### src/rtl/arinc429_word_encoder_macros.svh
// Assertion macros used by the ARINC 429 word encoder RTL.
`ifndef ARINC429_WORD_ENCODER_MACROS_SVH
`define ARINC429_WORD_ENCODER_MACROS_SVH

`ifndef SYNTH
// Same-cycle implication, disabled while reset is asserted.
`define A429_ASSERT_NOW(lbl, ante, cons) \
  lbl: assert property (@(posedge clk_i) disable iff (!rst_ni) (ante) |-> (cons)) \
    else $error("a429enc assertion failed");
// Next-cycle implication, disabled while reset is asserted.
`define A429_ASSERT_NEXT(lbl, ante, cons) \
  lbl: assert property (@(posedge clk_i) disable iff (!rst_ni) (ante) |=> (cons)) \
    else $error("a429enc assertion failed");
`else
`define A429_ASSERT_NOW(lbl, ante, cons)
`define A429_ASSERT_NEXT(lbl, ante, cons)
`endif

`endif

### src/rtl/a429enc_pkg.sv
// Types and constants of the ARINC 429 word encoder.
package a429enc_pkg;

  // Label codes on the func input.
  localparam logic [1:0] FUNC_UNUSED = 2'd0;
  localparam logic [1:0] FUNC_ALT    = 2'd1;
  localparam logic [1:0] FUNC_CLIMB  = 2'd2;
  localparam logic [1:0] FUNC_AOA    = 2'd3;

  // Label bytes placed in bits 7..0 of the word.
  localparam logic [7:0] LABEL_ALT   = 8'h80;
  localparam logic [7:0] LABEL_CLIMB = 8'h40;
  localparam logic [7:0] LABEL_AOA   = 8'hC0;

  localparam int VALUE_W   = 27;
  localparam int WORD_W    = 32;
  localparam int BNR_W     = 16;
  localparam int BNR_CNT_W = 17;
  localparam int BCD_CNT_W = 20;

  // Number of register stages from input to output register.
  localparam int NUM_STAGES = 7;

  // Control fields that travel alongside the datapath.
  typedef struct packed {
    logic [1:0] func;
    logic       neg;
    logic [1:0] phase;
    logic       phase_present;
  } ctrl_t;

  // Result of the BNR path.
  typedef struct packed {
    logic [BNR_W-1:0] field;
    logic             exact;
  } bnr_t;

endpackage

### src/rtl/a429enc_bnr.sv
// BNR path: rounded division of the magnitude by 625 and the exactness check.
module a429enc_bnr import a429enc_pkg::*; (
  input  logic               clk_i,
  input  logic               en_i,
  input  logic [VALUE_W-1:0] mag_i,
  input  logic               neg_i,
  output bnr_t               bnr_o
);

  // Reciprocal of 625 scaled by 2^36, rounded up; exact for all 27-bit dividends.
  localparam logic [53:0] RECIP_625 = 54'd109951163;
  localparam int          RECIP_SH  = 36;

  logic [VALUE_W-1:0]   x_d, x_q;
  logic [53:0]          prod;
  logic [BNR_CNT_W-1:0] cnt_d, cnt_q;
  logic [VALUE_W-1:0]   rem;
  logic                 mod_ok;
  logic                 range_ok;
  bnr_t                 bnr_d, bnr_q;

  // Stage two: add half the divisor and multiply by the reciprocal.
  always_comb begin
    x_d   = mag_i + VALUE_W'(312);
    prod  = 54'(x_d) * RECIP_625;
    cnt_d = prod[RECIP_SH+BNR_CNT_W-1:RECIP_SH];
  end

  always_ff @(posedge clk_i) begin
    if (en_i) begin
      x_q   <= x_d;
      cnt_q <= cnt_d;
    end
  end

  // Stage three: the value is exact when the rounding offset is the whole remainder and the count is in range.
  always_comb begin
    rem    = x_q - VALUE_W'(cnt_q) * VALUE_W'(625);
    mod_ok = (rem == VALUE_W'(312));
    if (neg_i) begin
      range_ok    = (cnt_q != '0) && (cnt_q <= BNR_CNT_W'(65536));
      bnr_d.field = BNR_W'(0) - cnt_q[BNR_W-1:0];
    end else begin
      range_ok    = (cnt_q <= BNR_CNT_W'(65535));
      bnr_d.field = cnt_q[BNR_W-1:0];
    end
    bnr_d.exact = mod_ok && range_ok;
  end

  always_ff @(posedge clk_i) begin
    if (en_i) begin
      bnr_q <= bnr_d;
    end
  end

  assign bnr_o = bnr_q;

endmodule

### src/rtl/a429enc_bcd.sv
// BCD path: scales the magnitude to tenths and splits it into four decimal digits.
module a429enc_bcd import a429enc_pkg::*; (
  input  logic               clk_i,
  input  logic               en_i,
  input  logic [VALUE_W-1:0] mag_i,
  output logic [15:0]        bcd_o
);

  // Reciprocals: 10000 scaled by 2^33 and 100 scaled by 2^19, both rounded up.
  localparam logic [39:0] RECIP_10K = 40'd858994;
  localparam int          SH_10K    = 33;
  localparam logic [26:0] RECIP_100 = 27'd5243;
  localparam int          SH_100    = 19;

  // Splits a value below 100 into tens and units digits.
  function automatic logic [7:0] split_two(input logic [6:0] n);
    logic [14:0] t;
    logic [3:0]  tens;
    logic [6:0]  units;
    t     = 15'(n) * 15'd205;
    tens  = t[14:11];
    units = n - 7'(tens) * 7'd10;
    return {tens, units[3:0]};
  endfunction

  logic [29:0]          scaled;
  logic [BCD_CNT_W-1:0] cnt2_d, cnt2_q, cnt3_q;
  logic [39:0]          prod_10k;
  logic [6:0]           q3_d, q3_q;
  logic [BCD_CNT_W-1:0] diff4;
  logic [13:0]          r4_d, r4_q, r5_q;
  logic [26:0]          prod_100;
  logic [6:0]           h5_d, h5_q;
  logic [6:0]           lo6;
  logic [15:0]          bcd_d, bcd_q;

  // Stage two: count of tenths, round(mag * 10 / 1024).
  always_comb begin
    scaled = 30'(mag_i) * 30'd10 + 30'd512;
    cnt2_d = scaled[29:10];
  end

  // Stage three: quotient by 10000.
  always_comb begin
    prod_10k = 40'(cnt2_q) * RECIP_10K;
    q3_d     = prod_10k[SH_10K+6:SH_10K];
  end

  // Stage four: keep the low four decimal digits.
  always_comb begin
    diff4 = cnt3_q - BCD_CNT_W'(q3_q) * BCD_CNT_W'(10000);
    r4_d  = diff4[13:0];
  end

  // Stage five: quotient by 100 gives the upper digit pair.
  always_comb begin
    prod_100 = 27'(r4_q) * RECIP_100;
    h5_d     = prod_100[SH_100+6:SH_100];
  end

  // Stage six: lower digit pair and the four digits.
  always_comb begin
    lo6   = 7'(r5_q - 14'(h5_q) * 14'd100);
    bcd_d = {split_two(h5_q), split_two(lo6)};
  end

  always_ff @(posedge clk_i) begin
    if (en_i) begin
      cnt2_q <= cnt2_d;
      cnt3_q <= cnt2_q;
      q3_q   <= q3_d;
      r4_q   <= r4_d;
      r5_q   <= r4_q;
      h5_q   <= h5_d;
      bcd_q  <= bcd_d;
    end
  end

  assign bcd_o = bcd_q;

endmodule

### src/rtl/a429enc_pack.sv
// Word assembly: label, data field, SSM and odd parity into the output register.
module a429enc_pack import a429enc_pkg::*; (
  input  logic              clk_i,
  input  logic              en_i,
  input  ctrl_t             ctrl_i,
  input  bnr_t              bnr_i,
  input  logic [15:0]       bcd_i,
  output logic [WORD_W-1:0] word_o
);

  logic [WORD_W-1:0] body;
  logic [WORD_W-1:0] word_d, word_q;

  // Data and status bits for each label.
  always_comb begin
    body = '0;
    case (ctrl_i.func)
      FUNC_ALT: begin
        body[7:0]   = LABEL_ALT;
        body[27:12] = bnr_i.field;
        body[28]    = ctrl_i.neg;
        if (ctrl_i.phase_present) begin
          body[11:10] = ctrl_i.phase;
        end
        body[29] = bnr_i.exact;
        body[30] = bnr_i.exact;
      end
      FUNC_CLIMB: begin
        body[7:0]   = LABEL_CLIMB;
        body[28:13] = bcd_i;
        body[29]    = ctrl_i.neg;
        body[30]    = ctrl_i.neg;
      end
      FUNC_AOA: begin
        body[7:0]   = LABEL_AOA;
        body[28:17] = bcd_i[11:0];
        body[29]    = ctrl_i.neg;
        body[30]    = ctrl_i.neg;
      end
      default: begin
        // Unused label: no computed data.
        body[29] = 1'b1;
      end
    endcase
    word_d     = body;
    word_d[31] = ~^body[30:0];
  end

  always_ff @(posedge clk_i) begin
    if (en_i) begin
      word_q <= word_d;
    end
  end

  assign word_o = word_q;

endmodule

### src/rtl/arinc429_word_encoder.sv
// ARINC 429 word encoder: seven-stage pipeline, one 32-bit word per input transfer.
// Each input transfer yields one word, offered on the output when it reaches the output
// register. A new item is taken in every cycle while the output is not held off, so the
// sustained rate is one word per clock. Stage one forms the magnitude, stages two and three
// divide it by 625 for BNR with a reciprocal multiplier, stages two to six form the tenths
// count and its decimal digits with reciprocal multipliers by 10000, 100 and 10, and stage
// seven is the output register with parity. When the output is held off, the whole
// pipeline freezes and input ready drops; nothing is lost or repeated.
`include "arinc429_word_encoder_macros.svh"

module arinc429_word_encoder import a429enc_pkg::*; (
  input  logic               clk_i,
  input  logic               rst_ni,
  input  logic               in_valid_i,
  output logic               in_ready_o,
  input  logic [1:0]         func_i,
  input  logic [VALUE_W-1:0] value_i,
  input  logic [1:0]         flight_phase_i,
  input  logic               phase_present_i,
  output logic               out_valid_o,
  input  logic               out_ready_i,
  output logic [WORD_W-1:0]  word_o
);

  logic                  en;
  logic [NUM_STAGES-1:0] valid_d, valid_q;
  ctrl_t                 ctrl_d;
  ctrl_t                 ctrl_q [0:5];
  logic [VALUE_W-1:0]    mag_d, mag_q;
  bnr_t                  bnr_s3;
  bnr_t                  bnr_q [0:2];
  logic [15:0]           bcd_s6;

  // The pipeline advances whenever the output register is free or being emptied.
  assign en         = !valid_q[NUM_STAGES-1] || out_ready_i;
  assign in_ready_o = en;
  assign valid_d    = {valid_q[NUM_STAGES-2:0], in_valid_i};

  always_ff @(posedge clk_i or negedge rst_ni) begin
    if (!rst_ni) begin
      valid_q <= '0;
    end else if (en) begin
      valid_q <= valid_d;
    end
  end

  // Stage one: sign and magnitude of the value.
  always_comb begin
    ctrl_d.func          = func_i;
    ctrl_d.neg           = value_i[VALUE_W-1];
    ctrl_d.phase         = flight_phase_i;
    ctrl_d.phase_present = phase_present_i;
    mag_d = value_i[VALUE_W-1] ? (VALUE_W'(0) - value_i) : value_i;
  end

  // Control fields and the BNR result travel alongside the digit pipeline.
  always_ff @(posedge clk_i) begin
    if (en) begin
      mag_q     <= mag_d;
      ctrl_q[0] <= ctrl_d;
      for (int i = 1; i < 6; i++) begin
        ctrl_q[i] <= ctrl_q[i-1];
      end
      bnr_q[0] <= bnr_s3;
      bnr_q[1] <= bnr_q[0];
      bnr_q[2] <= bnr_q[1];
    end
  end

  a429enc_bnr u_bnr (
    .clk_i (clk_i),
    .en_i  (en),
    .mag_i (mag_q),
    .neg_i (ctrl_q[1].neg),
    .bnr_o (bnr_s3)
  );

  a429enc_bcd u_bcd (
    .clk_i (clk_i),
    .en_i  (en),
    .mag_i (mag_q),
    .bcd_o (bcd_s6)
  );

  a429enc_pack u_pack (
    .clk_i  (clk_i),
    .en_i   (en),
    .ctrl_i (ctrl_q[5]),
    .bnr_i  (bnr_q[2]),
    .bcd_i  (bcd_s6),
    .word_o (word_o)
  );

  assign out_valid_o = valid_q[NUM_STAGES-1];

  // True when all four nibbles are decimal digits.
  function automatic logic bcd_ok(input logic [15:0] d);
    return (d[15:12] <= 4'd9) && (d[11:8] <= 4'd9) && (d[7:4] <= 4'd9) && (d[3:0] <= 4'd9);
  endfunction

  // Every delivered word has odd parity.
  `A429_ASSERT_NOW(a_odd_parity, out_valid_o, (^word_o) == 1'b1)
  // BCD digits of a climb rate word are decimal.
  `A429_ASSERT_NOW(a_bcd_ok, out_valid_o && word_o[7:0] == LABEL_CLIMB, bcd_ok(word_o[28:13]))
  // A word that is held off stays in the output register into the next cycle.
  `A429_ASSERT_NEXT(a_hold_full, out_valid_o && !out_ready_i, out_valid_o && $stable(word_o))

endmodule

### config.mk
export PLATFORM = sky130hd
export DESIGN_NAME = arinc429_word_encoder
export DESIGN_NICKNAME = d
export VERILOG_FILES = /design/src/rtl/a429enc_pkg.sv /design/src/rtl/a429enc_bnr.sv /design/src/rtl/a429enc_bcd.sv /design/src/rtl/a429enc_pack.sv /design/src/rtl/arinc429_word_encoder.sv
export VERILOG_INCLUDE_DIRS = /design/src /design/src/rtl
export SDC_FILE = /design/constraint.sdc
export NUM_CORES = 2
export LEC_CHECK = 0
export BUFFER_PORTS_ARGS = -buffer_cell sky130_fd_sc_hd__buf_2
export CELL_PAD_IN_SITES_DETAIL_PLACEMENT = 1
export CELL_PAD_IN_SITES_GLOBAL_PLACEMENT = 1
export CORE_MARGIN = 1
export CORE_UTILIZATION = 48
export DETAILED_ROUTE_END_ITERATION = 8
export PLACE_DENSITY_LB_ADDON = 0.3
export SLEW_MARGIN = 40
export SYNTH_ARGS = -nofsm -noshare
export SYNTH_HDL_FRONTEND = slang
export SYNTH_HIERARCHICAL = 1
export SYNTH_SLANG_ARGS = --single-unit
### constraint.sdc
create_clock -name clk_i -period 11.4 [get_ports clk_i]
set_input_delay 1.71 -clock clk_i [delete_from_list [all_inputs] [get_ports clk_i]]
set_output_delay 1.71 -clock clk_i [all_outputs]
set_load 0.005 [all_outputs]
==> impl_metrics.ini <==
[timing]
drv_slew = 0
slew_headroom_pct = 46.1
tns_ns = 0
finalCritPeriodShare_pct = 82.2
finalHoldViolCount = 0
setup_viol = 0
max_freq_mhz = 107
grt_setup_unrepaired = false
skew_ns = 0.0231
fin_crit_ns = 9.37
worst_slew_pin_slew_ns = 0.809
timing.hold.ws_ns = 0.413

[global_routing]
track_usage_pct = 25.1
overflow = 0
grt_pass1_vias = 31360
grt_pass1_wl_mm = 174
grt_max_degree = 163
antenna_found_initial = 1

[detailed_routing]
wl_mm = 108
drt_iter0_drc = 1271
routed_via_density = 5.24
route.detailed.drc = 0
routedWlPerCell_um = 20.7
dr.pass1.iters = 5
final_antenna_net_count = 0
vias = 27467

[worst_setup_path]
endpoint_kind = flip-flop
max_stage_delay_ns = 0.63
crit_path_frequent_cell = inv_1
cp_slowest_cell = o311ai_1
critPathLaunchType = flip-flop
worstPathRequired_ns = 11.69
cp_max_fo = 8
r2r_cells = 31
arrival_ns = 9.66
crit_type = flip-flop to flip-flop

[layout]
layout_commonest_cell = inv_1
final_cells = 5240
nets = 5444
syn_to_final_growth_pct = 7.20
multi_input_comb_area_um2 = 29000
fillers = 9453
most-common-layout-cells = inv_1, ha_1, fa_1
seqCellArea_um2 = 8700
drive_gt1_share_pct = 5.58

[floorplan]
initial_core_util_pct = 48.6
coreArea_um2 = 86900
boundaryPins = 70
rows = 108
die_area_um2 = 89100
dieHeight_um = 299
die_w_um = 299

[place]
place.gp.congestion = 0.948
portBuffers = 61
dp_cells = 5168
hpwl_mm = 93.8

[yosys]
synth_area_leaders = fa_1, ha_1, edfxtp_1
yosys_warnings = 6
synth_ff_type = edfxtp_1
synth.avg_cell_area_um2 = 10.6
synth_enable_flop_cells = 284
ys_seq_area_share_pct = 20.6
synth_seq_cells = 291
synth_top_area_share_pct = 27.2
synthDistinctLibCells = 115
netlist_instances = 3968
yosys.area.top_type = fa_1
async_reset_ff_share_pct = 2.41
syn_area_um2 = 42200

[clocking]
clk_pin_slew_ns = 0.06
cts_setup_buffers = 0
cts_max_level = 2
insertion_delay_ns = 0.58
numCtsBuffers = 38
holdBufCountCts = 0
cts_tree = built
post_cts_resized = 0
cts-root-buf = clkbuf_16
cts.sinks = 291
clockBufferDepth = 3

[flow_run]
drv_cap = 0

[worst_hold_path]
min_path_type = flip-flop to flip-flop
min_path_cells = 0

[run_status]
status = finished clean
## flip-flops by register name, summed over array words and instances, names as in the netlist, 14 cells and up
register	count
u_bcd/cnt2_q	20
u_bnr/x_q	27
u_bnr/cnt_q	17
mag_q	27
bnr_q	51
u_pack/word_o	24
u_bcd/cnt3_q	14
u_bcd/r4_q	14
ctrl_q	36
u_bcd/bcd_o	16
u_bnr/bnr_o	17
## kinds of logic after synthesis
family / count (synthesis) / share of synthesized area, %
adders and majority gates: 1354 / 50.3
buffers and inverters: 1200 / 10.8
and+or+nand+nor: 451 / 5.54
AOI/OAI and AO/OA: 399 / 6.82
DFF: 291 / 20.6
xor gates and xnor gates: 256 / 5.45
muxes: 16 / 0.403
other: 1 / 0.00888
## through the flow
step / utilization [%] / setup slack, ns / instance area, µm²
3_3_place_gp: 50.5 / 2.09 / 43900
3_5_place_dp: 50.6 / 1.92 / 44000
2_1_floorplan: - / 3.37 / 42200
6_report: 52.1 / 2.03 / 45300
5_1_grt: 52.1 / 1.53 / 45300
4_1_cts: 52.1 / 1.91 / 45200
## Yosys cell counts, types with 8 or more instances
library cell / count
mux2i_1: 8
o21ai_0: 56
xor2_1: 67
nand2_1: 110
o21bai_1: 8
or2_2: 18
o21a_1: 11
nor2b_1: 18
a31oi_1: 12
a21oi_1: 111
nand2b_1: 29
and2_1: 16
xnor2_1: 182
nor3_1: 20
ha_1: 781
o2111ai_1: 8
nor4_1: 10
nand4_1: 22
clkbuf_1: 17
and4_1: 9
or3_1: 11
a21o_1: 52
edfxtp_1: 284
a211oi_1: 8
a21boi_0: 11
a222oi_1: 12
nand3_1: 36
and3_1: 11
inv_1: 1161
buf_4: 10
fa_1: 573
nor2_1: 104
o31ai_1: 8
## worst max-delay path, delay by kind of cell, from the launching register on
| family | cells | cell delay, ns |
|---|---|---|
| AOI/OAI and AO/OA | 8 | 2.52 |
| xor gates and xnor gates | 2 | 0.61 |
| adders and majority gates | 9 | 4.04 |
| buffers and inverters | 6 | 0.67 |
| DFF | 1 | 0.48 |
| and+or+nand+nor | 6 | 0.75 |
## area by class of cell
| class | count | share of cell area [%] |
|---|---|---|
| antenna | 1 | 0.00553 |
| inverter | 1163 | 9.65 |
| timing repair buffer | 76 | 1.03 |
| clock buffer | 46 | 2.21 |
| clock inverter | 24 | 0.605 |
| tap | 1155 | 3.19 |
| sequential | 291 | 19.2 |
| multi-input combinational | 2484 | 64.1 |
## metal layers
layer | wire, µm | up-vias | track usage [%] | share of wire (%)
li1 | - | 12797 | - | -
met1 | 47500 | 14041 | 33.2 | 44
met2 | 54300 | 502 | 44.2 | 50
met3 | 4420 | 127 | 2.68 | 4.1
met4 | 2200 | 0 | 5.47 | 2.0
met5 | 0 | - | 0 | 0
## worst paths after layout
kind,start,endpoint,slack [ns]
worst max-delay path,mag_q[3],u_bnr/cnt_q[14],2.03
worst max register to register,mag_q[3],u_bnr/cnt_q[14],2.03
worst min-delay path,bnr_q[0][28],bnr_q[0][45],0.41
worst min register to register,bnr_q[0][28],bnr_q[0][45],0.41
max in group asynchronous,rst_ni,valid_q[0],10.28
min in group asynchronous,rst_ni,valid_q[4],0.96
Power is not shown: default switching activity piles up to over one toggle a cycle in this logic, so the estimate is an artifact.
